### config.mk
export PLATFORM = sky130hd
export DESIGN_NAME = tvs_fifo
export DESIGN_NICKNAME = d
export VERILOG_FILES = /design/src/hw/rtl/tvs_fifo.sv
export SDC_FILE = /design/constraint.sdc
export NUM_CORES = 1
export LEC_CHECK = 0
export ABC_AREA = 1
export BUFFER_PORTS_ARGS = -buffer_cell sky130_fd_sc_hd__buf_2
export CAP_MARGIN = 10
export CORE_UTILIZATION = 51
export DETAILED_ROUTE_END_ITERATION = 7
export PLACE_DENSITY = 0.68
export SETUP_SLACK_MARGIN = 0.02
export SLEW_MARGIN = 20
export SYNTH_ARGS = -nofsm -noshare
export SYNTH_HDL_FRONTEND = slang
export SYNTH_SLANG_ARGS = --single-unit
### constraint.sdc
create_clock -name clk -period 1.6 [get_ports clk]
set_input_delay 0.32 -clock clk [delete_from_list [all_inputs] [get_ports clk]]
set_output_delay 0.32 -clock clk [all_outputs]
set_load 0.01 [all_outputs]
### src/hw/rtl/tvs_fifo.sv
// Short queue between front and back.
module tvs_fifo #(
	parameter int WIDTH = 8,
	parameter int DEPTH = 4
) (
	input  logic             clk,
	input  logic             arst_n,
	input  logic             push,
	input  logic [WIDTH-1:0] wdata,
	output logic             full,
	input  logic             pop,
	output logic [WIDTH-1:0] rdata,
	output logic             empty
);
	localparam int AW = (DEPTH > 1) ? $clog2(DEPTH) : 1;

	logic [WIDTH-1:0] buf_q [DEPTH];
	logic [AW-1:0]    wptr_q, rptr_q;
	logic [AW:0]      cnt_q;

	assign full  = (cnt_q == (AW+1)'(DEPTH));
	assign empty = (cnt_q == '0);
	assign rdata = buf_q[rptr_q];

	always_ff @(posedge clk or negedge arst_n) begin
		if (!arst_n) begin
			wptr_q <= '0;
			rptr_q <= '0;
			cnt_q  <= '0;
		end else begin
			if (push) wptr_q <= (wptr_q == AW'(DEPTH-1)) ? '0 : wptr_q + 1'b1;
			if (pop)  rptr_q <= (rptr_q == AW'(DEPTH-1)) ? '0 : rptr_q + 1'b1;
			if (push && !pop) cnt_q <= cnt_q + 1'b1;
			else if (pop && !push) cnt_q <= cnt_q - 1'b1;
		end
	end

	always_ff @(posedge clk) begin
		if (push) buf_q[wptr_q] <= wdata;
	end
endmodule

==> impl_metrics.json, run 1 <==
{
  "status": "finished, violations left",
  "violations": "negative setup slack",
  "total_power_w": 0.00353,
  "layout_setup_ws_ns": -0.120,
  "rr_worst_depth": 4,
  "fin_tns_setup_ns": -0.697,
  "slowest_stage": "dfrtp_1",
  "setup_viol": 8,
  "max_freq_ghz": 0.582,
  "wire_per_inst_um": 13.6,
  "synth.largest_area_cell": "edfxtp_1",
  "vias_per_cell": 4.84,
  "die_w_um": 59.9,
  "hold_viol_final": 0,
  "synth.most_common_cell": "nand2_1",
  "syn_area_per_cell_um2": 11.8,
  "yosys.area.top_type_share_pct": 56.3,
  "tightestPinTransition_ns": 0.385,
  "multi_input_comb_area_um2": 422,
  "synthToLayoutAreaGrowth_pct": 19.9,
  "htreeDepth": 2,
  "p_seq_share_pct": 41.6,
  "rsz0062_at_grt": "true",
  "synthArstFlopShare_pct": 17.9,
  "grt_pass1_vias": 1032,
  "synth_seq_cells": 39,
  "clkSinkCount": 39,
  "grt_max_degree": 18,
  "dpl.hpwl_um": 1920,
  "grt_overflow": 0,
  "power.share.clock_pct": 22.9,
  "crit_type": "flop to output port",
  "drtIter0Drc": 27,
  "cts_buffer_depth": 2,
  "clk_pin_slew_ns": 0.12,
  "clkLatencyLatePin_ns": 0.35,
  "port_buffers": 21,
  "place_congestion": 0.689,
  "post-place-ws_ns": 0.0469,
  "ir_drop_mv": 0.940,
  "comb_power_share_pct": 35.4,
  "netlist_instances": 145,
  "yosys-top-cells-area": "edfxtp_1 (56%), dfrtp_1 (10%), nand2_1 (8.8%), o211ai_1 (7.0%), inv_1 (5.9%)",
  "crit_top_cell": "nand2_1",
  "final_layout_size_suffix_gt1_share_pct": 22.0,
  "cp-start-kind": "flop",
  "critical-path-max-stage-delay_ns": 0.43,
  "antenna_found_initial": 0,
  "dr.pass1.iters": 4,
  "rows": 20,
  "power_switching_w": 0.00116,
  "sw_frac_of_total_pct": 32.9,
  "coreArea_um2": 3100,
  "grt_pass1_wl_um": 4550,
  "fill_cells": 242,
  "power.internal_w": 0.00237,
  "ant_nets": 0,
  "cts_made_buffers": 5,
  "synth_commonest_cells": "nand2_1 (40), edfxtp_1 (32), inv_1 (27)",
  "power.leakage_nw": 0.926,
  "start_util_pct": 55.0,
  "layout.cells.non_filler": 221,
  "ios": 22,
  "root_buffer": "clkbuf_4",
  "synthDistinctLibCells": 18,
  "worstHoldStart": "wdata[7]",
  "yosys_warnings": 0,
  "syn_area_um2": 1710,
  "vias": 1069,
  "worstPathMaxFanout": 9,
  "p_per_area_nw_per_um2": 1720,
  "period_share_pct": 107,
  "synthFlopType": "edfxtp_1",
  "drc": 0,
  "slew_headroom_pct": 74.3,
  "die_area_um2": 3580,
  "grt_util_all_layers_pct": 18.8,
  "worstSetupEndpointType": "output port",
  "drv_cap": 0,
  "synth_edf_count": 32,
  "die_y_um": 59.9,
  "crit_start": "rptr_q[0]",
  "reg2reg_from": "wptr_q[0]",
  "holdWs_ns": 0.177,
  "seqCellArea_um2": 1140,
  "final-max-slew-violation-count": 0,
  "min_period_ns": 1.72,
  "diodes": 0,
  "drt-total-wl_um": 3000,
  "path_cells": "inv_4 -> buf_12 -> nand2_1 -> o211ai_1 -> nand2_1 -> buf_2",
  "required_ns": 1.28,
  "syn_nets": 164,
  "placed_cells": 209,
  "holdCritPathClass": "input port to flop",
  "yosysSeqAreaShare_pct": 66.5,
  "final.setup_skew_ns": 0.00846,
  "holdPathStages": 1,
  "nets": 195,
  "crit_arrival_ns": 1.40,
  "cts_tree": "yes"
}
-- cell families (layout without fill, tap and decap cells) --
logic type / after synthesis / count (layout) / synth area share [%]
buf+inv: 33 / 65 / 8.94
fa+ha+maj: 7 / 7 / 5.57
xor+xnor: 1 / 1 / 0.513
compound gates: 20 / 20 / 8.20
flops: 39 / 39 / 66.5
simple gates: 45 / 45 / 10.3
-- critical path, delay by kind of cell (launching register included) --
| kind | cells | cell delay (ns) |
|---|---|---|
| AOI/OAI and AO/OA | 1 | 0.09 |
| buffers and inverters | 3 | 0.39 |
| and+or+nand+nor | 2 | 0.14 |
| DFF | 1 | 0.43 |
-- timing repair --
action	4_1_cts	5_1_grt
cloned	0	2
resized for setup	4	5
buffers inserted	1	0
hold buffers	1	0
hold endpoints to repair	7	0
pin swaps	0	1
endpoints found under the setup margin	8	8
-- worst paths after layout --
check	slack [ns]	end
min	0.18	buf_q[1][7]
max	-0.12	rdata[0]
max reg2reg	0.24	buf_q[0][4]
min in group asynchronous	0.34	cnt_q[1]
max in group asynchronous	1.09	rptr_q[1]
min reg2reg	0.53	cnt_q[2]
-- metrics by stage --
step / utilization, % / cell area [um^2]
after floorplan: - / 1710
after CTS: 63.8 / 1980
after global routing: 66.0 / 2050
final: 66.0 / 2050
after detailed placement: 59.5 / 1850
after global placement: 59.5 / 1850
-- cells in the final DEF (no fill, tap or decap) --
cell type and count:
dlygate4sd3_1 1, o211ai_1 16, buf_8 1, clkbuf_16 2, nand2_2 1, inv_1 27
nor3_1 2, xnor2_1 1, buf_2 21, dfrtp_2 1, nand2_1 39, o21ai_1 1
nor2_1 1, o21ai_0 3, bufinv_16 2, edfxtp_1 32, inv_4 2, buf_4 2
fa_1 1, nand3_1 1, buf_12 1, dfrtp_1 6, ha_1 6, clkbuf_4 5
clkinvlp_4 1, nand4_1 1
-- area by class of cell --
| class | count | share of cell area [%] |
|---|---|---|
| well taps | 44 | 2.69 |
| clock inverters | 3 | 3.30 |
| clock buffers | 5 | 1.83 |
| flip-flops and latches | 39 | 55.5 |
| repair buffers | 28 | 10.5 |
| inverters | 29 | 5.56 |
| multi-input cells | 73 | 20.6 |
-- power by group through the flow --
| stage | clock network (W) | registers (W) | logic, W |
|---|---|---|---|
| 3_3_place_gp | 0 | 0.00148 | 0.00102 |
| 6_report | 0.000810 | 0.00147 | 0.00125 |
| 4_1_cts | 0.000820 | 0.00147 | 0.00112 |
| 2_1_floorplan | 0 | 0.00144 | 0.000779 |
| 3_5_place_dp | 0 | 0.00148 | 0.00108 |
| 5_1_grt | 0.000871 | 0.00150 | 0.00141 |
-- flip-flops by register name, summed over array words and instances (netlist names) --
register  count
cnt_q         3
wptr_q        2
rptr_q        2
buf_q        32
-- metal layers --
metal | share of wire [%] | global-route usage, % | vias to the layer above
met5 | 0 | 0 | -
met4 | 1.4 | 6.98 | 0
met3 | 3.5 | 6.49 | 5
met2 | 49 | 32.4 | 22
met1 | 46 | 21.7 | 496
li1 | - | - | 546
No activity file was read; power rests on OpenSTA's default activity.
==> inputs of run 2 (changes only) <==
--- a/config.mk
+++ b/config.mk
@@ -10,7 +10,7 @@
 export CAP_MARGIN = 10
 export CORE_UTILIZATION = 51
 export DETAILED_ROUTE_END_ITERATION = 7
-export PLACE_DENSITY = 0.68
+export PLACE_DENSITY = 0.72
 export SETUP_SLACK_MARGIN = 0.02
 export SLEW_MARGIN = 20
 export SYNTH_ARGS = -nofsm -noshare
==> impl_metrics.json, run 2 (same netlist as run 1, synthesis figures left out) <==
{
  "top_register": "buf_q",
  "crit_type": "flop to output port",
  "multi_input_comb_area_um2": 444,
  "ios": 22,
  "grt_util_all_layers_pct": 17.9,
  "dr.pass1.iters": 4,
  "p_per_area_nw_per_um2": 1660,
  "grt_max_degree": 33,
  "postLayoutCoreUtil_pct": 65.9,
  "die_area_um2": 3580,
  "grt_overflow": 0,
  "max_freq_ghz": 0.593,
  "final.setup_skew_ns": 0.00817,
  "clkSinkCount": 39,
  "route.layer.met1.wl_um": 1290,
  "place_congestion": 0.697,
  "drc": 0,
  "root_buffer": "clkbuf_4",
  "cts_buffer_depth": 2,
  "holdWs_ns": 0.190,
  "final_layout_size_suffix_gt1_share_pct": 27.0,
  "setup_viol": 8,
  "final-max-slew-violation-count": 0,
  "vias": 1111,
  "drt-total-wl_um": 3000,
  "layout_setup_ws_ns": -0.0872,
  "post-place-ws_ns": 0.0604,
  "required_ns": 1.28,
  "vias_per_cell": 5.00,
  "coreArea_um2": 3100,
  "cts_tree": "yes",
  "htreeDepth": 2,
  "min_period_ns": 1.69,
  "cp-start-kind": "flop",
  "synthToLayoutAreaGrowth_pct": 19.8,
  "reg_top3": "buf_q x32, cnt_q x3",
  "cts_made_buffers": 5,
  "holdCritPathClass": "input port to flop",
  "drtIter0Drc": 25,
  "final_cell_mix": "edfxtp_1 (32), nand2_1 (30), inv_1 (27), buf_2 (21), o211ai_1 (16)",
  "die_y_um": 59.9,
  "rsz0062_at_grt": "true",
  "die_w_um": 59.9,
  "worstPathMaxFanout": 8,
  "total_power_w": 0.00339,
  "final_common_cell": "edfxtp_1",
  "grt_pass1_wl_um": 4420,
  "wl_met3_um": 100,
  "hold_viol_final": 0,
  "crit_arrival_ns": 1.37,
  "grt_pass1_vias": 1007,
  "period_share_pct": 105,
  "ant_nets": 0,
  "tightestPinTransition_ns": 0.381,
  "start_util_pct": 55.0,
  "violations": "negative setup slack",
  "largest_reg_flops": 32,
  "port_buffers": 21,
  "drv_cap": 0,
  "wl_met2_um": 1570,
  "nets": 196,
  "dpl.hpwl_um": 1910,
  "rows": 20,
  "seqCellArea_um2": 1140,
  "worstSetupEndpointType": "output port",
  "fill_cells": 241,
  "clk_pin_slew_ns": 0.12,
  "antenna_found_initial": 0,
  "status": "finished, violations left",
  "diodes": 0,
  "clkLatencyLatePin_ns": 0.34,
  "slew_headroom_pct": 74.6,
  "wire_per_inst_um": 13.5,
  "ir_drop_mv": 0.929,
  "power.leakage_nw": 0.924,
  "top_layer": "met4"
}
==> run 2: cell types whose count changed in the layout (fill, tap and decap cells not counted), sizes merged <==
cell	delta
bufinv	-1
clkinv	+2
buf	+1
clkinvlp	-1
==> run 2: repair_timing <==
item | CTS | global route
pin swaps | 1 | 7
resized for setup | 0 | 13
gates cloned | 0 | 3
setup buffers | 1 | 1
hold endpoints to repair | 7 | 0
hold buffers | 1 | 0
endpoints found under the setup margin | 8 | 8
==> run 2: final timing paths <==
| path | start | endpoint | slack [ns] | cells past startpoint |
|---|---|---|---|---|
| worst max-delay path | rptr_q[0] | rdata[6] | -0.09 | 6 |
| min in group asynchronous | arst_n | cnt_q[0] | 0.34 | 2 |
| worst min register to register | cnt_q[2] | cnt_q[2] | 0.52 | 2 |
| worst min-delay path | wdata[7] | buf_q[0][7] | 0.19 | 1 |
| max in group asynchronous | arst_n | rptr_q[1] | 1.09 | 2 |
| worst max register to register | wptr_q[0] | buf_q[0][0] | 0.22 | 4 |
==> run 2: per-stage QoR <==
stage	setup TNS (ns)	std cells	cell area, um^2
finish	-0.639	222	2050
detailed placement	0	208	1850
global route	-1.35	222	2050
floorplan	0	145	1710
CTS	-0.714	218	1950
global placement	0	208	1850
==> run 2: critical path, stage by stage (launching register included) <==
cell and delay, ns:
dfrtp_1 0.42, inv_4 0.12, clkbuf_16 0.17, nand2_2 0.04, o211ai_1 0.07, nand2_1 0.07
buf_2 0.14
==> run 2: report_power, final <==
part	switching, W	internal [W]
clock network	0.000304	0.000321
logic	0.000724	0.000571
registers	0.000139	0.00133
==> run 2: per-layer routing <==
layer  up-vias  track usage (%)
met5         -                0
met4         0             8.31
met3         5             5.41
met2        16             31.3
met1       541             20.0
li1        549                -
==> run 2: layout make-up <==
cell class              count  area share, %
repair buffers             29           10.7
flip-flops and latches     39           55.6
multi-input cells          73           21.7
well taps                  44           2.69
clock buffers               5           1.83
clock inverters             3           1.90
inverters                  29           5.57
==> inputs of run 3 (changes only) <==
--- a/config.mk
+++ b/config.mk
@@ -12,6 +12,7 @@
 export DETAILED_ROUTE_END_ITERATION = 7
 export PLACE_DENSITY = 0.72
 export SETUP_SLACK_MARGIN = 0.02
+export SKIP_CTS_REPAIR_TIMING = 1
 export SLEW_MARGIN = 20
 export SYNTH_ARGS = -nofsm -noshare
 export SYNTH_HDL_FRONTEND = slang
==> impl_metrics.json, run 3 (same netlist as run 1, synthesis figures left out) <==
{
  "p_seq_share_pct": 43.5,
  "cts_made_buffers": 5,
  "start_util_pct": 55.0,
  "port_buffers": 21,
  "final.setup_skew_ns": 0.00899,
  "cts_tree": "yes",
  "required_ns": 1.28,
  "die_y_um": 59.9,
  "root_buffer": "clkbuf_4",
  "worstSetupEndpointType": "output port",
  "grt_pass1_wl_um": 4390,
  "post-place-ws_ns": 0.0604,
  "cts_buffer_depth": 2,
  "comb_power_share_pct": 37.9,
  "place_congestion": 0.697,
  "multi_input_comb_area_um2": 444,
  "top_layer": "met4",
  "top_register": "buf_q",
  "wl_met2_um": 1580,
  "htreeDepth": 2,
  "cp-start-kind": "flop",
  "wl_met3_um": 102,
  "antenna_found_initial": 0,
  "grt_pass1_vias": 993,
  "route.layer.met1.wl_um": 1290,
  "sw_frac_of_total_pct": 34.6,
  "crit_type": "flop to output port",
  "crit_arrival_ns": 1.38,
  "worstHoldStart": "wdata[3]",
  "vias_per_cell": 5.00,
  "tightestPinTransition_ns": 0.387,
  "drc": 0,
  "largest_reg_flops": 32,
  "holdWs_ns": 0.187,
  "drtIter0Drc": 29,
  "final_common_cell": "edfxtp_1",
  "max_freq_ghz": 0.590,
  "setup_viol": 8,
  "slew_headroom_pct": 74.2,
  "reg_top3": "buf_q x32, cnt_q x3",
  "ios": 22,
  "wire_per_inst_um": 13.6,
  "nets": 195,
  "total_power_w": 0.00338,
  "min_period_ns": 1.70,
  "reg2reg_from": "wptr_q[0]",
  "rsz0062_at_grt": "true",
  "grt_overflow": 0,
  "dpl.hpwl_um": 1910,
  "fill_cells": 242,
  "drt-total-wl_um": 3010,
  "p_per_area_nw_per_um2": 1660,
  "diodes": 0,
  "coreArea_um2": 3100,
  "die_area_um2": 3580,
  "clkLatencyLatePin_ns": 0.34,
  "worstPathMaxFanout": 8,
  "ant_nets": 0,
  "crit_start": "rptr_q[0]",
  "clk_pin_slew_ns": 0.12,
  "grt_util_all_layers_pct": 17.8,
  "hold_viol_final": 0,
  "drv_cap": 0,
  "rows": 20,
  "power.internal_w": 0.00221,
  "ir_drop_mv": 0.927,
  "placed_cells": 208,
  "seqCellArea_um2": 1140,
  "final_cell_mix": "edfxtp_1 (32), nand2_1 (30), inv_1 (27), buf_2 (21), o211ai_1 (16)",
  "grt_max_degree": 33,
  "clkSinkCount": 39,
  "power_switching_w": 0.00117,
  "power.leakage_nw": 0.919,
  "final-max-slew-violation-count": 0,
  "layout_setup_ws_ns": -0.0953,
  "power.share.clock_pct": 18.6,
  "period_share_pct": 106,
  "violations": "negative setup slack",
  "dr.pass1.iters": 4,
  "holdCritPathClass": "input port to flop",
  "status": "finished, violations left",
  "synthToLayoutAreaGrowth_pct": 19.3,
  "die_w_um": 59.9,
  "layout.cells.non_filler": 221,
  "vias": 1104,
  "final_layout_size_suffix_gt1_share_pct": 26.6
}
-- run 3: worst max-delay path, stage by stage, from the launching register on --
cell and delay, ns:
dfrtp_1 0.43, inv_4 0.12, clkbuf_16 0.17, nand2_2 0.04, o211ai_1 0.07, nand2_1 0.07, buf_2 0.14
-- run 3: final timing paths --
check	to	slack [ns]	depth (start not counted)
hold / removal	buf_q[0][3]	0.19	1
min in group asynchronous	cnt_q[0]	0.33	2
setup reg to reg	buf_q[0][0]	0.22	4
setup / recovery	rdata[6]	-0.1	6
max in group asynchronous	rptr_q[1]	1.10	2
hold reg to reg	cnt_q[2]	0.52	2
-- run 3: cell type report --
class / instances / share of cell area, %
Sequential cell: 39 / 55.8
Multi-Input combinational cell: 73 / 21.8
Timing Repair Buffer: 28 / 10.4
Inverter: 29 / 5.59
Tap cell: 44 / 2.70
Clock inverter: 3 / 1.90
Clock buffer: 5 / 1.84
-- run 3: power groups by stage --
stage | Combinational, W | Sequential [W] | Clock, W
after floorplan | 0.000779 | 0.00144 | 0
after global placement | 0.00103 | 0.00147 | 0
after detailed placement | 0.00109 | 0.00148 | 0
after CTS | 0.00109 | 0.00146 | 0.000637
after global routing | 0.00143 | 0.00150 | 0.000685
final | 0.00128 | 0.00147 | 0.000628
-- run 3: per-layer routing --
layer	vias up	global-route usage (%)
met5	-	0
li1	546	-
met4	0	8.31
met1	536	19.8
met3	5	5.41
met2	17	31.1
-- run 3: through the flow --
stage	utilization (%)	TNS (ns)	area, um^2
finish	65.7	-0.713	2040
global route	65.7	-1.38	2040
CTS	62.1	-0.959	1930
detailed placement	59.7	0	1850
global placement	59.7	0	1850
floorplan	-	0	1710
