### config.mk
export PLATFORM = sky130hd
export DESIGN_NAME = tvs_front_flat
export DESIGN_NICKNAME = d
export VERILOG_FILES = /design/src/hw/rtl/tvs_pkg.sv /design/src/hw/rtl/tvs_if.sv /design/src/hw/rtl/tvs_front.sv /design/src/flat_wrapper.sv
export SDC_FILE = /design/constraint.sdc
export NUM_CORES = 1
export LEC_CHECK = 0
export BUFFER_PORTS_ARGS = -buffer_cell sky130_fd_sc_hd__buf_4
export CAP_MARGIN = 30
export CELL_PAD_IN_SITES_DETAIL_PLACEMENT = 1
export CELL_PAD_IN_SITES_GLOBAL_PLACEMENT = 1
export CORE_MARGIN = 1
export CORE_UTILIZATION = 34
export DETAILED_ROUTE_END_ITERATION = 7
export GPL_ROUTABILITY_DRIVEN = 0
export PLACE_DENSITY_LB_ADDON = 0.1
export SYNTH_ARGS = -nofsm -noshare
export SYNTH_HDL_FRONTEND = slang
export SYNTH_SLANG_ARGS = --single-unit
export TNS_END_PERCENT = 50
### constraint.sdc
create_clock -name clk -period 3.45 [get_ports clk]
set_input_delay 0.5175 -clock clk [delete_from_list [all_inputs] [get_ports clk]]
set_output_delay 0.5175 -clock clk [all_outputs]
set_load 0.005 [all_outputs]
### src/hw/rtl/tvs_pkg.sv
// Shared types and constants of the trilinear volume sampler.
package tvs_pkg;

	localparam int SIZE_X_DEF    = 256;
	localparam int SIZE_Y_DEF    = 256;
	localparam int SIZE_Z_DEF    = 128;
	localparam int FRAC_BITS_DEF = 8;

	localparam int VAL_W   = 12;
	localparam int POS_W   = 16;
	localparam int OUT_W   = 21;
	localparam int CFG_IDX_W = 1;
	localparam int CFG_DAT_W = 12;
	localparam int QUEUE_DEPTH = 4;

	localparam logic [CFG_IDX_W-1:0] CFG_ISO_LEVEL = 1'b0;
	localparam logic [CFG_IDX_W-1:0] CFG_HALVE_Z   = 1'b1;

	localparam logic [VAL_W-1:0] ISO_LEVEL_RST = 12'd1407;

	typedef enum logic {
		OP_WRITE  = 1'b0,
		OP_SAMPLE = 1'b1
	} tvs_op_t;

	typedef struct packed {
		tvs_op_t          op;
		logic [POS_W-1:0] cx;
		logic [POS_W-1:0] cy;
		logic [POS_W-1:0] cz;
		logic [2:0]       sat;
		logic [POS_W-1:0] fx;
		logic [POS_W-1:0] fy;
		logic [POS_W-1:0] fz;
		logic [VAL_W-1:0] wval;
	} tvs_item_t;

endpackage

### src/hw/rtl/tvs_if.sv
// Handshake channels of the trilinear volume sampler.
interface tvs_in_if;
	logic        valid;
	logic        ready;
	logic        cmd;
	logic [7:0]  voxel_x;
	logic [7:0]  voxel_y;
	logic [6:0]  voxel_z;
	logic [11:0] voxel_value;
	logic [15:0] pos_x;
	logic [15:0] pos_y;
	logic [15:0] pos_z;
	modport source (output valid, cmd, voxel_x, voxel_y, voxel_z, voxel_value,
		pos_x, pos_y, pos_z, input ready);
	modport sink (input valid, cmd, voxel_x, voxel_y, voxel_z, voxel_value,
		pos_x, pos_y, pos_z, output ready);
endinterface


### src/hw/rtl/tvs_front.sv
// Front end: accepts beats, classifies them and splits positions into corners.
module tvs_front import tvs_pkg::*; #(
	parameter int SIZE_X    = SIZE_X_DEF,
	parameter int SIZE_Y    = SIZE_Y_DEF,
	parameter int SIZE_Z    = SIZE_Z_DEF,
	parameter int FRAC_BITS = FRAC_BITS_DEF
) (
	input  logic       clk,
	input  logic       arst_n,
	tvs_in_if.sink     in_ch,
	input  logic       halve_z,
	output tvs_item_t  item,
	output logic       item_valid,
	input  logic       item_ready
);
	localparam logic [POS_W-1:0] LAST_X = POS_W'(SIZE_X - 1);
	localparam logic [POS_W-1:0] LAST_Y = POS_W'(SIZE_Y - 1);
	localparam logic [POS_W-1:0] LAST_Z = POS_W'(SIZE_Z - 1);
	localparam logic [POS_W-1:0] FMASK  = POS_W'((1 << FRAC_BITS) - 1);

	tvs_item_t        nxt, item_s1;
	logic             keep, v_s1;
	logic [POS_W-1:0] pz, ipx, ipy, ipz;

	always_comb begin
		nxt      = '0;
		keep     = 1'b0;
		pz       = halve_z ? {1'b0, in_ch.pos_z[POS_W-1:1]} : in_ch.pos_z;
		ipx      = in_ch.pos_x >> FRAC_BITS;
		ipy      = in_ch.pos_y >> FRAC_BITS;
		ipz      = pz >> FRAC_BITS;
		nxt.op   = tvs_op_t'(in_ch.cmd);
		unique case (tvs_op_t'(in_ch.cmd))
			OP_WRITE: begin
				nxt.cx   = POS_W'(in_ch.voxel_x);
				nxt.cy   = POS_W'(in_ch.voxel_y);
				nxt.cz   = POS_W'(in_ch.voxel_z);
				nxt.wval = in_ch.voxel_value;
				keep     = (POS_W'(in_ch.voxel_x) < POS_W'(SIZE_X)) &&
					(POS_W'(in_ch.voxel_y) < POS_W'(SIZE_Y)) &&
					(POS_W'(in_ch.voxel_z) < POS_W'(SIZE_Z));
			end
			OP_SAMPLE: begin
				nxt.sat[2] = (ipx >= LAST_X);
				nxt.sat[1] = (ipy >= LAST_Y);
				nxt.sat[0] = (ipz >= LAST_Z);
				nxt.cx = nxt.sat[2] ? LAST_X : ipx;
				nxt.cy = nxt.sat[1] ? LAST_Y : ipy;
				nxt.cz = nxt.sat[0] ? LAST_Z : ipz;
				nxt.fx = nxt.sat[2] ? '0 : (in_ch.pos_x & FMASK);
				nxt.fy = nxt.sat[1] ? '0 : (in_ch.pos_y & FMASK);
				nxt.fz = nxt.sat[0] ? '0 : (pz & FMASK);
				keep   = 1'b1;
			end
		endcase
	end

	assign in_ch.ready = !v_s1 || item_ready;
	assign item        = item_s1;
	assign item_valid  = v_s1;

	always_ff @(posedge clk or negedge arst_n) begin
		if (!arst_n) begin
			v_s1 <= 1'b0;
		end else if (in_ch.ready) begin
			v_s1 <= in_ch.valid && keep;
		end
	end

	always_ff @(posedge clk) begin
		if (in_ch.valid && in_ch.ready) item_s1 <= nxt;
	end
endmodule

### src/flat_wrapper.sv
// flat-port wrapper written by rule: the top's interface ports become plain ports
module tvs_front_flat import tvs_pkg::*;
#(
	parameter int SIZE_X    = SIZE_X_DEF,
	parameter int SIZE_Y    = SIZE_Y_DEF,
	parameter int SIZE_Z    = SIZE_Z_DEF,
	parameter int FRAC_BITS = FRAC_BITS_DEF
)
  (clk, arst_n, halve_z, item, item_valid, item_ready, in_ch_valid, in_ch_cmd, in_ch_voxel_x, in_ch_voxel_y, in_ch_voxel_z, in_ch_voxel_value, in_ch_pos_x, in_ch_pos_y, in_ch_pos_z, in_ch_ready);
  tvs_in_if in_ch_i ();
  input  logic clk;
  input  logic arst_n;
  input  logic halve_z;
  output tvs_item_t item;
  output logic item_valid;
  input  logic item_ready;
  input wire logic [$bits(in_ch_i.valid)-1:0] in_ch_valid;
  input wire logic [$bits(in_ch_i.cmd)-1:0] in_ch_cmd;
  input wire logic [$bits(in_ch_i.voxel_x)-1:0] in_ch_voxel_x;
  input wire logic [$bits(in_ch_i.voxel_y)-1:0] in_ch_voxel_y;
  input wire logic [$bits(in_ch_i.voxel_z)-1:0] in_ch_voxel_z;
  input wire logic [$bits(in_ch_i.voxel_value)-1:0] in_ch_voxel_value;
  input wire logic [$bits(in_ch_i.pos_x)-1:0] in_ch_pos_x;
  input wire logic [$bits(in_ch_i.pos_y)-1:0] in_ch_pos_y;
  input wire logic [$bits(in_ch_i.pos_z)-1:0] in_ch_pos_z;
  output wire logic [$bits(in_ch_i.ready)-1:0] in_ch_ready;
  assign in_ch_i.valid = in_ch_valid;
  assign in_ch_i.cmd = in_ch_cmd;
  assign in_ch_i.voxel_x = in_ch_voxel_x;
  assign in_ch_i.voxel_y = in_ch_voxel_y;
  assign in_ch_i.voxel_z = in_ch_voxel_z;
  assign in_ch_i.voxel_value = in_ch_voxel_value;
  assign in_ch_i.pos_x = in_ch_pos_x;
  assign in_ch_i.pos_y = in_ch_pos_y;
  assign in_ch_i.pos_z = in_ch_pos_z;
  assign in_ch_ready = in_ch_i.ready;
  tvs_front #(.SIZE_X(SIZE_X), .SIZE_Y(SIZE_Y), .SIZE_Z(SIZE_Z), .FRAC_BITS(FRAC_BITS)) u_core (.clk(clk), .arst_n(arst_n), .in_ch(in_ch_i), .halve_z(halve_z), .item(item), .item_valid(item_valid), .item_ready(item_ready));
endmodule
==> flow_summary.json, run 1 <==
{
  "status": "finished, violations left",
  "violations": "design-rule violations",
  "p_sw_uw": 408.6,
  "cts_root_buf": "clkbuf_8",
  "drt-initial-drc-count": 59,
  "worstSetupEndpointType": "flip-flop",
  "cp_max_fo": 40,
  "slew_viol_final": 0,
  "initial_core_util": 0.3549,
  "worstPathRequired_ns": 3.46,
  "via_count": 2202,
  "clock-sinks": 65,
  "die_width_um": 98.11,
  "maxCapViolCount": 0,
  "first_pass_iters": 6,
  "die_area_um2": 9626,
  "yosysTopAreaCell": "edfxtp_1",
  "wl_um": 7652,
  "grt_overflow": 0,
  "combPwrFrac": 0.159,
  "synth.distinct_cells": 31,
  "cts_resized": 0,
  "postCtsSetupBuffers": 0,
  "final_util": 0.4967,
  "crit_slowest_cell": "and2_2",
  "ant_nets": 0,
  "post-route-period-util": 0.4971,
  "synth_top_area_frac": 0.6120,
  "place_hpwl_um": 5853,
  "synth_seq_cells": 65,
  "min_from": "in_ch_valid",
  "htree_levels": 3,
  "rrSetupSlack_ns": 1.74,
  "p_leak_nw": 1.909,
  "clk_pin_slew_ns": 0.07,
  "layout_common_cells": "154 x buf_4, 64 x edfxtp_1, 49 x conb_1",
  "arrival_ns": 1.72,
  "syn2layout_area_growth_pct": 39.96,
  "grt_pass1_wl_um": 11750,
  "clockPowerShare": 0.301,
  "synth_compound_area_frac": 0.05060,
  "hold_path.class": "input pin to flip-flop",
  "grt_max_degree": 49,
  "yosys_warnings": 0,
  "slew_headroom": 0.5387,
  "skew_ns": 0.006749,
  "pre_cts_ws_ns": 1.443,
  "worst_pin_slew_ns": 0.6862,
  "ys_seq_area_frac": 0.6199,
  "p_per_area_nw_per_um2": 395.9,
  "fmax_mhz": 583.1,
  "power_mw": 1.740,
  "synth-xor-area-share": 0,
  "path_cells": "nand2b_1 > and2_2 > buf_12",
  "synth_area_um2": 3141,
  "p_int_mw": 1.332,
  "layout_commonest_cell": "buf_4",
  "slowest_delay_ns": 0.56,
  "track_usage": 0.1586,
  "drc": 15,
  "clock_latency_ns": 0.32,
  "r2r-end": "u_core.item[32]",
  "pin_count": 203,
  "finalSetupViolCount": 0,
  "finalHoldWorstSlack_ns": 0.4089,
  "synth-simple-area-share": 0.1108,
  "synthAdderAreaFrac": 0,
  "rows": 34,
  "rsz0062_at_grt": "no",
  "layout-drive-gt1-share": 0.4872,
  "worstSetupEndpoint": "u_core.item[32]",
  "min_period_ns": 1.715,
  "cts_buffer_depth": 2,
  "synth_edf_count": 64,
  "hold_viol": 0,
  "setup_tns_ns": 0,
  "coreArea_um2": 8848,
  "rr_startpoint": "u_core.item_valid",
  "vias_per_cell": 4.422,
  "grt_pass1_vias": 2276,
  "seq_power_share": 0.540,
  "synth.top_cells.by_area": "edfxtp_1 61%, buf_4 11%, mux2_2 5.7%, and2_1 3.4%, nor2b_1 2.4%",
  "tritoncts": "done",
  "die_h_um": 98.11,
  "wl_per_cell_um": 15.37,
  "start_kind": "flip-flop",
  "antenna_found_initial": 0,
  "port_buffers": 154,
  "p_sw_frac": 0.2348,
  "avgSynthCellArea_um2": 13.90,
  "worst_r2r_path_depth": 3,
  "n_fill_cell": 1002,
  "synthMuxAreaShare": 0.07968,
  "critPathKind": "flip-flop to flip-flop",
  "synth_ff_type": "edfxtp_1",
  "hold_depth": 2,
  "crit_start": "u_core.item_valid",
  "async_flop_share": 0.01538,
  "fin_ws_ns": 1.735,
  "diodes": 0,
  "cts_buffers": 9,
  "fin_nets": 475,
  "max-vdd-ir-drop_uv": 197.6,
  "syn_inst": 226,
  "synth_top_family_by_area": "buffers and inverters"
}
routing by layer:
| layer | vias to the layer above | track usage | wire length, um |
|---|---|---|---|
| met5 | - | 0 | 0 |
| met4 | 0 | 0.05245 | 42 |
| met3 | 5 | 0.05369 | 818 |
| met2 | 117 | 0.2644 | 3747 |
| met1 | 1038 | 0.1924 | 3043 |
| li1 | 1042 | - | - |
cell usage after synthesis, drive strengths merged, types with 2 or more instances:
cell type  count
buf           53
clkbuf         2
nor4           9
mux2          16
o21a           3
nor3           2
inv            9
nor2           2
mux2i          7
o221ai         6
nand4          5
nand2b         2
a21oi          2
nor2b         12
o21ai          6
and2          17
edfxtp        64
area by class of cell:
type,count,area (um^2),share of cell area
clock inverter,5,23.77,0.005408
multi-input combinational,145,942.2,0.2143
inverter,9,33.78,0.007686
tap,108,135.1,0.03074
timing repair buffer,156,1186,0.2699
sequential,65,1947,0.4429
clock buffer,10,127.6,0.02903
flip-flops by register name (all words and copies together) (netlist names):
name               cells
u_core.item_valid      1
u_core.item           64
cell families after synthesis:
| kind of cell | Yosys count |
|---|---|
| DFF | 65 |
| buffers and inverters | 64 |
| and+or+nand+nor | 53 |
| muxes | 23 |
| AOI/OAI and AO/OA | 20 |
| other | 1 |
metrics by stage:
step / cells / area [um^2]
after floorplan: 274 / 3321
after global placement: 482 / 4234
after global routing: 498 / 4395
after detailed placement: 482 / 4234
after CTS: 498 / 4395
final: 498 / 4395
worst min path at each step:
stage / endpoint / slack (ns)
global placement: u_core.item_valid / 0.29
global route: u_core.item_valid / 0.40
detailed placement: u_core.item_valid / 0.29
floorplan: u_core.item_valid / 0.22
CTS: u_core.item_valid / 0.39
finish: u_core.item_valid / 0.41
critical path, delay by kind of cell (launching register included):
family	cells	cell delay, ns
buffers and inverters	1	0.32
and+or+nand+nor	2	0.67
DFF	1	0.38
repair_timing:
action / in CTS / in global routing
setup endpoints to repair: 0 / 0
hold buffers: 1 / 0
hold endpoints to repair: 1 / 0
power by group through the flow:
stage	Sequential [mW]	Clock [mW]	Combinational (mW)
floorplan	0.964	0	0.133
global placement	0.956	0	0.275
detailed placement	0.957	0	0.280
CTS	0.940	0.549	0.281
global route	0.944	0.576	0.303
finish	0.939	0.523	0.278
Power figures use the tool's default switching activity.
==> run 2: changes to the inputs <==
- ABC_AREA: unset -> 1
- CORE_UTILIZATION: 34 -> 27
- clock period: 3.45 -> 1.5 ns (I/O delays scaled with it)
==> run 2 against run 1 <==
The flow still finishes with violations (design-rule violations). Wire length up 14%. Clock-buffer cell count grew 2. Area after synthesis is 3.1% higher. Critical path depth decreased by 1. Worst setup slack worse by 1.5 ns. Non-clock buffer count rose by 5. Via count up 17%. Flip-flop and latch count stayed put. Synthesized cell count is 43% higher. Total power increased to 2.7 times the previous value. Highest routed layer unchanged.
==> flow_summary.json, run 2 <==
{
  "status": "finished, violations left",
  "violations": "design-rule violations",
  "synth_area_um2": 3239,
  "rr_startpoint": "u_core.item_valid",
  "place_hpwl_um": 6760,
  "clock-sinks": 65,
  "die_area_um2": 12440,
  "synth_edf_count": 64,
  "async_flop_share": 0.01538,
  "antenna_found_initial": 0,
  "yosys_warnings": 0,
  "worst_r2r_path_depth": 2,
  "synth.distinct_cells": 21,
  "cts_buffer_depth": 2,
  "hold_depth": 3,
  "grt_overflow": 0,
  "coreArea_um2": 11560,
  "cts_buffers": 9,
  "p_per_area_nw_per_um2": 1008,
  "wl_um": 8761,
  "critPathKind": "flip-flop to flip-flop",
  "grt_max_degree": 36,
  "arrival_ns": 1.30,
  "vias_per_cell": 4.052,
  "yosysTopAreaCell": "edfxtp_1",
  "synth_top_area_frac": 0.5933,
  "layout_common_cells": "157 x buf_4, 67 x nand2_1, 64 x edfxtp_1",
  "use_met1": 0.1716,
  "drc": 14,
  "avgSynthCellArea_um2": 10.03,
  "pin_count": 203,
  "via_count": 2573,
  "slew_viol_final": 0,
  "hold_path.class": "input pin to flip-flop",
  "worstSetupEndpointType": "flip-flop",
  "postCtsSetupBuffers": 0,
  "largest_reg_flops": 64,
  "track_usage": 0.1432,
  "pre_cts_ws_ns": 0.01897,
  "n_fill_cell": 1372,
  "maxCapViolCount": 0,
  "syn_inst": 323,
  "wl_per_cell_um": 13.80,
  "synth_ff_type": "edfxtp_1",
  "met2_usage": 0.2371,
  "finalSetupViolCount": 0,
  "met3_usage": 0.04192,
  "post-route-period-util": 0.8544,
  "initial_core_util": 0.2801,
  "layout-drive-gt1-share": 0.3699,
  "diodes": 0,
  "r2r-end": "u_core.item[28]",
  "worstPathRequired_ns": 1.52,
  "fmax_mhz": 780.3,
  "layout_commonest_cell": "buf_4",
  "cp_max_fo": 35,
  "synth.top_cells.by_area": "edfxtp_1 59%, buf_4 11%, nand2_1 7.8%, inv_1 6.3%, nor2_1 4.3%",
  "cts_resized": 0,
  "cts_root_buf": "clkbuf_16",
  "start_kind": "flip-flop",
  "drt-initial-drc-count": 90,
  "first_pass_iters": 6,
  "synth_most_common_cell": "nand2_1",
  "die_width_um": 111.5,
  "fin_ws_ns": 0.2184,
  "max-vdd-ir-drop_uv": 359.7,
  "min_period_ns": 1.282,
  "clock_latency_ns": 0.33,
  "tritoncts": "done",
  "p_leak_nw": 2.381,
  "htree_levels": 3,
  "top_usage_layer": "met2",
  "regArea_um2": 1947,
  "synth_seq_cells": 65,
  "rrSetupSlack_ns": 0.22,
  "die_h_um": 111.5,
  "syn2layout_area_growth_pct": 45.54,
  "finalHoldWorstSlack_ns": 0.1267,
  "min_to": "u_core.item_valid",
  "hold_viol": 0,
  "fin_nets": 576,
  "final_util": 0.4077,
  "skew_ns": 0.006416,
  "grt_pass1_vias": 2510,
  "multi_input_area_um2": 867.1,
  "clk_pin_slew_ns": 0.06,
  "min_from": "in_ch_valid",
  "port_buffers": 154,
  "rows": 39,
  "rsz0062_at_grt": "no",
  "yosys-top-cells-count": "67 x nand2_1, 64 x edfxtp_1, 54 x inv_1",
  "grt_pass1_wl_um": 13390,
  "power_mw": 4.752,
  "ys_seq_area_frac": 0.6010,
  "ant_nets": 0
}
==> run 2: cell count changes in the layout (fill, tap and decap cells not counted), moves of 8 or more <==
cell       previous run  this run
and2_1               16         0
mux2_2               16         0
inv_1                 7        54
o21ai_0               6        16
clkbuf_16             0         9
nor2_1                2        37
clkbuf_8              9         1
nand2_1               1        67
nor2b_1              12         0
==> run 2: cells by family after synthesis <==
group           Yosys count  share of synthesized area
mux                       8                    0.02472
compound gates           19                    0.03052
buf+inv                 111                     0.1904
simple gates            119                     0.1522
other cells               1                   0.001158
flops                    65                     0.6010
==> run 2: final cells by class <==
type / instances / area share
Sequential cell: 65 / 0.4130
Inverter: 55 / 0.04379
Multi-Input combinational cell: 195 / 0.1839
Clock buffer: 12 / 0.05228
Tap cell: 143 / 0.03795
Timing Repair Buffer: 161 / 0.2649
Clock inverter: 4 / 0.004246
==> run 2: how the worst max path moves through the flow <==
stage	from	endpoint	depth (start not counted)	slack [ns]
2_1_floorplan	u_core.item_valid	u_core.item[0]	1	-0.44
3_3_place_gp	in_ch_pos_x[10]	u_core.item[47]	6	0.04
3_5_place_dp	in_ch_pos_x[10]	u_core.item[47]	6	0.02
4_1_cts	u_core.item_valid	u_core.item[28]	2	0.21
5_1_grt	u_core.item_valid	u_core.item[28]	2	0.18
6_report	u_core.item_valid	u_core.item[28]	2	0.22
==> run 2: stage by stage <==
step                instance area, um^2  cells  setup TNS [ns]
detailed placement                 4438    618               0
finish                             4715    635               0
global route                       4715    635               0
CTS                                4715    635               0
floorplan                          3431    371          -28.07
global placement                   4438    618               0
==> run 2: what timing repair did <==
item                       in CTS  in global routing
hold buffers                    1                  0
hold endpoints to repair        1                  0
setup endpoints to repair       0                  0
==> run 2: per-layer routing <==
| metal | routed length [um] | part of all wire | vias up |
|---|---|---|---|
| met3 | 827 | 0.094 | 14 |
| met4 | 198 | 0.023 | 0 |
| met1 | 3530 | 0.40 | 1178 |
| met2 | 4204 | 0.48 | 131 |
| met5 | 0 | 0 | - |
| li1 | - | - | 1250 |
==> run 2: worst max-delay path, cell delays in order, from the launching register on <==
cell and delay, ns:
dfrtp_1 0.42, a21oi_4 0.28, buf_12 0.26
==> run 2: where the power goes <==
part           internal, mW  total (mW)  leakage (nW)  switching, mW
Sequential             2.14        2.17         0.635         0.0328
Combinational         0.362       0.689          1.61          0.327
Clock                  1.15        1.90         0.136          0.744
Total                  3.65        4.75          2.38           1.10
==> run 3: changes to the inputs <==
- CORE_MARGIN: 1 -> unset
- CORE_UTILIZATION: 27 -> 30
- clock period: 1.5 -> 1.4 ns (I/O delays scaled with it)
==> run 3 against run 2 <==
The run now ends clean. Worst setup slack got worse by 0.056 ns. Clock power fell by 29%. Cell area fell by 2.5%. Register-to-register slack got worse by 0.06 ns. Utilization rose by 3.3 points. Critical path type unchanged. Largest cell class unchanged.
==> flow_summary.json, run 3 (same netlist as run 2, synthesis figures left out) <==
{
  "crit_start": "u_core.item_valid",
  "wl_per_cell_um": 12.79,
  "p_per_area_nw_per_um2": 956.9,
  "tritoncts": "done",
  "rows": 37,
  "die_width_um": 105.9,
  "worstSetupEndpointType": "flip-flop",
  "r2r-end": "u_core.item[47]",
  "worstSetupEndpoint": "u_core.item[47]",
  "die_area_um2": 11220,
  "largest_reg_flops": 64,
  "grt_max_degree": 48,
  "ant_nets": 0,
  "htree_levels": 3,
  "cts_buffer_depth": 2,
  "antenna_found_initial": 0,
  "skew_ns": 0.006003,
  "start_kind": "flip-flop",
  "finalSetupViolCount": 0,
  "grt_pass1_wl_um": 12470,
  "drt-initial-drc-count": 85,
  "rrSetupSlack_ns": 0.16,
  "port_buffers": 154,
  "worst_r2r_path_depth": 2,
  "syn2layout_area_growth_pct": 41.83,
  "grt_overflow": 0,
  "grt_pass1_vias": 2527,
  "critPathKind": "flip-flop to flip-flop",
  "place_hpwl_um": 6285,
  "worstPathRequired_ns": 1.41,
  "path_cells": "a21oi_4 > buf_12",
  "wl_um": 8048,
  "maxCapViolCount": 0,
  "clock-sinks": 65,
  "cts_resized": 0,
  "via_count": 2560,
  "track_usage": 0.1457,
  "first_pass_iters": 4,
  "clock_latency_ns": 0.33,
  "fin_cells": 629,
  "drc": 0,
  "min_period_ns": 1.238,
  "vias_per_cell": 4.070,
  "hold_viol": 0,
  "layout_common_cells": "159 x buf_4, 67 x nand2_1, 64 x edfxtp_1",
  "setup_tns_ns": 0,
  "p_leak_nw": 2.325,
  "rr_startpoint": "u_core.item_valid",
  "cts_root_buf": "clkbuf_8",
  "die_h_um": 105.9,
  "postCtsSetupBuffers": 0,
  "cts_buffers": 9,
  "arrival_ns": 1.25,
  "n_fill_cell": 1252,
  "status": "finished clean",
  "max-vdd-ir-drop_uv": 449.6,
  "multi_input_area_um2": 867.1,
  "layout_commonest_cell": "buf_4",
  "fmax_mhz": 807.8,
  "placed_area_um2": 4424,
  "placed_cells": 612,
  "clk_pin_slew_ns": 0.06,
  "diodes": 0,
  "cts_hold_buf": 1,
  "layout-drive-gt1-share": 0.3631,
  "cp_max_fo": 47,
  "fin_nets": 577,
  "rsz0062_at_grt": "no",
  "slowest_delay_ns": 0.42,
  "final_cell_area_um2": 4594,
  "pin_count": 203,
  "post-route-period-util": 0.8843,
  "hold_path.class": "input pin to flip-flop",
  "regArea_um2": 1947,
  "slew_viol_final": 0,
  "crit_slowest_cell": "dfrtp_1",
  "coreArea_um2": 10420,
  "initial_core_util": 0.3110
}
## run 3: metal layers
| metal | global-route usage | up-vias | routed length, um |
|---|---|---|---|
| met3 | 0.03372 | 11 | 616 |
| li1 | - | 1249 | - |
| met1 | 0.1688 | 1183 | 3291 |
| met2 | 0.2544 | 117 | 4010 |
| met4 | 0.06845 | 0 | 129 |
| met5 | 0 | - | 0 |
## run 3: stage by stage
stage	total power, mW	hold WS [ns]	setup WS (ns)	util
floorplan	2.735	-0.08559	-0.5387	-
global placement	3.086	-0.01400	-0.1193	0.4247
detailed placement	3.099	-0.008039	-0.1739	0.4247
CTS	4.462	0.09337	0.1515	0.4411
global route	4.626	0.1371	0.04794	0.4411
finish	4.397	0.1095	0.1620	0.4411
## run 3: worst min path at each step
stage | endpoint | start | depth (start not counted) | slack, ns
6_report | u_core.item_valid | in_ch_valid | 3 | 0.11
5_1_grt | u_core.item_valid | in_ch_valid | 3 | 0.14
4_1_cts | u_core.item_valid | in_ch_valid | 3 | 0.09
3_5_place_dp | u_core.item_valid | arst_n | 1 | -0.008
3_3_place_gp | u_core.item_valid | arst_n | 1 | -0.01
2_1_floorplan | u_core.item_valid | arst_n | 0 | -0.09
## run 3: critical path, delay by kind of cell, from the launching register on
| family | cells | cell delay, ns |
|---|---|---|
| DFF | 1 | 0.42 |
| buffers and inverters | 1 | 0.27 |
| AOI/OAI and AO/OA | 1 | 0.20 |
## run 3: cell type report
class	count	area share
Sequential cell	65	0.4237
Tap cell	136	0.03704
Clock buffer	16	0.03486
Inverter	55	0.04493
Multi-Input combinational cell	195	0.1887
Timing Repair Buffer	162	0.2707
## run 3: power by group
part | switching (mW) | internal [mW] | leakage, nW
sequential | 0.0352 | 2.29 | 0.635
clock | 0.651 | 0.697 | 0.0790
combinational | 0.344 | 0.384 | 1.61
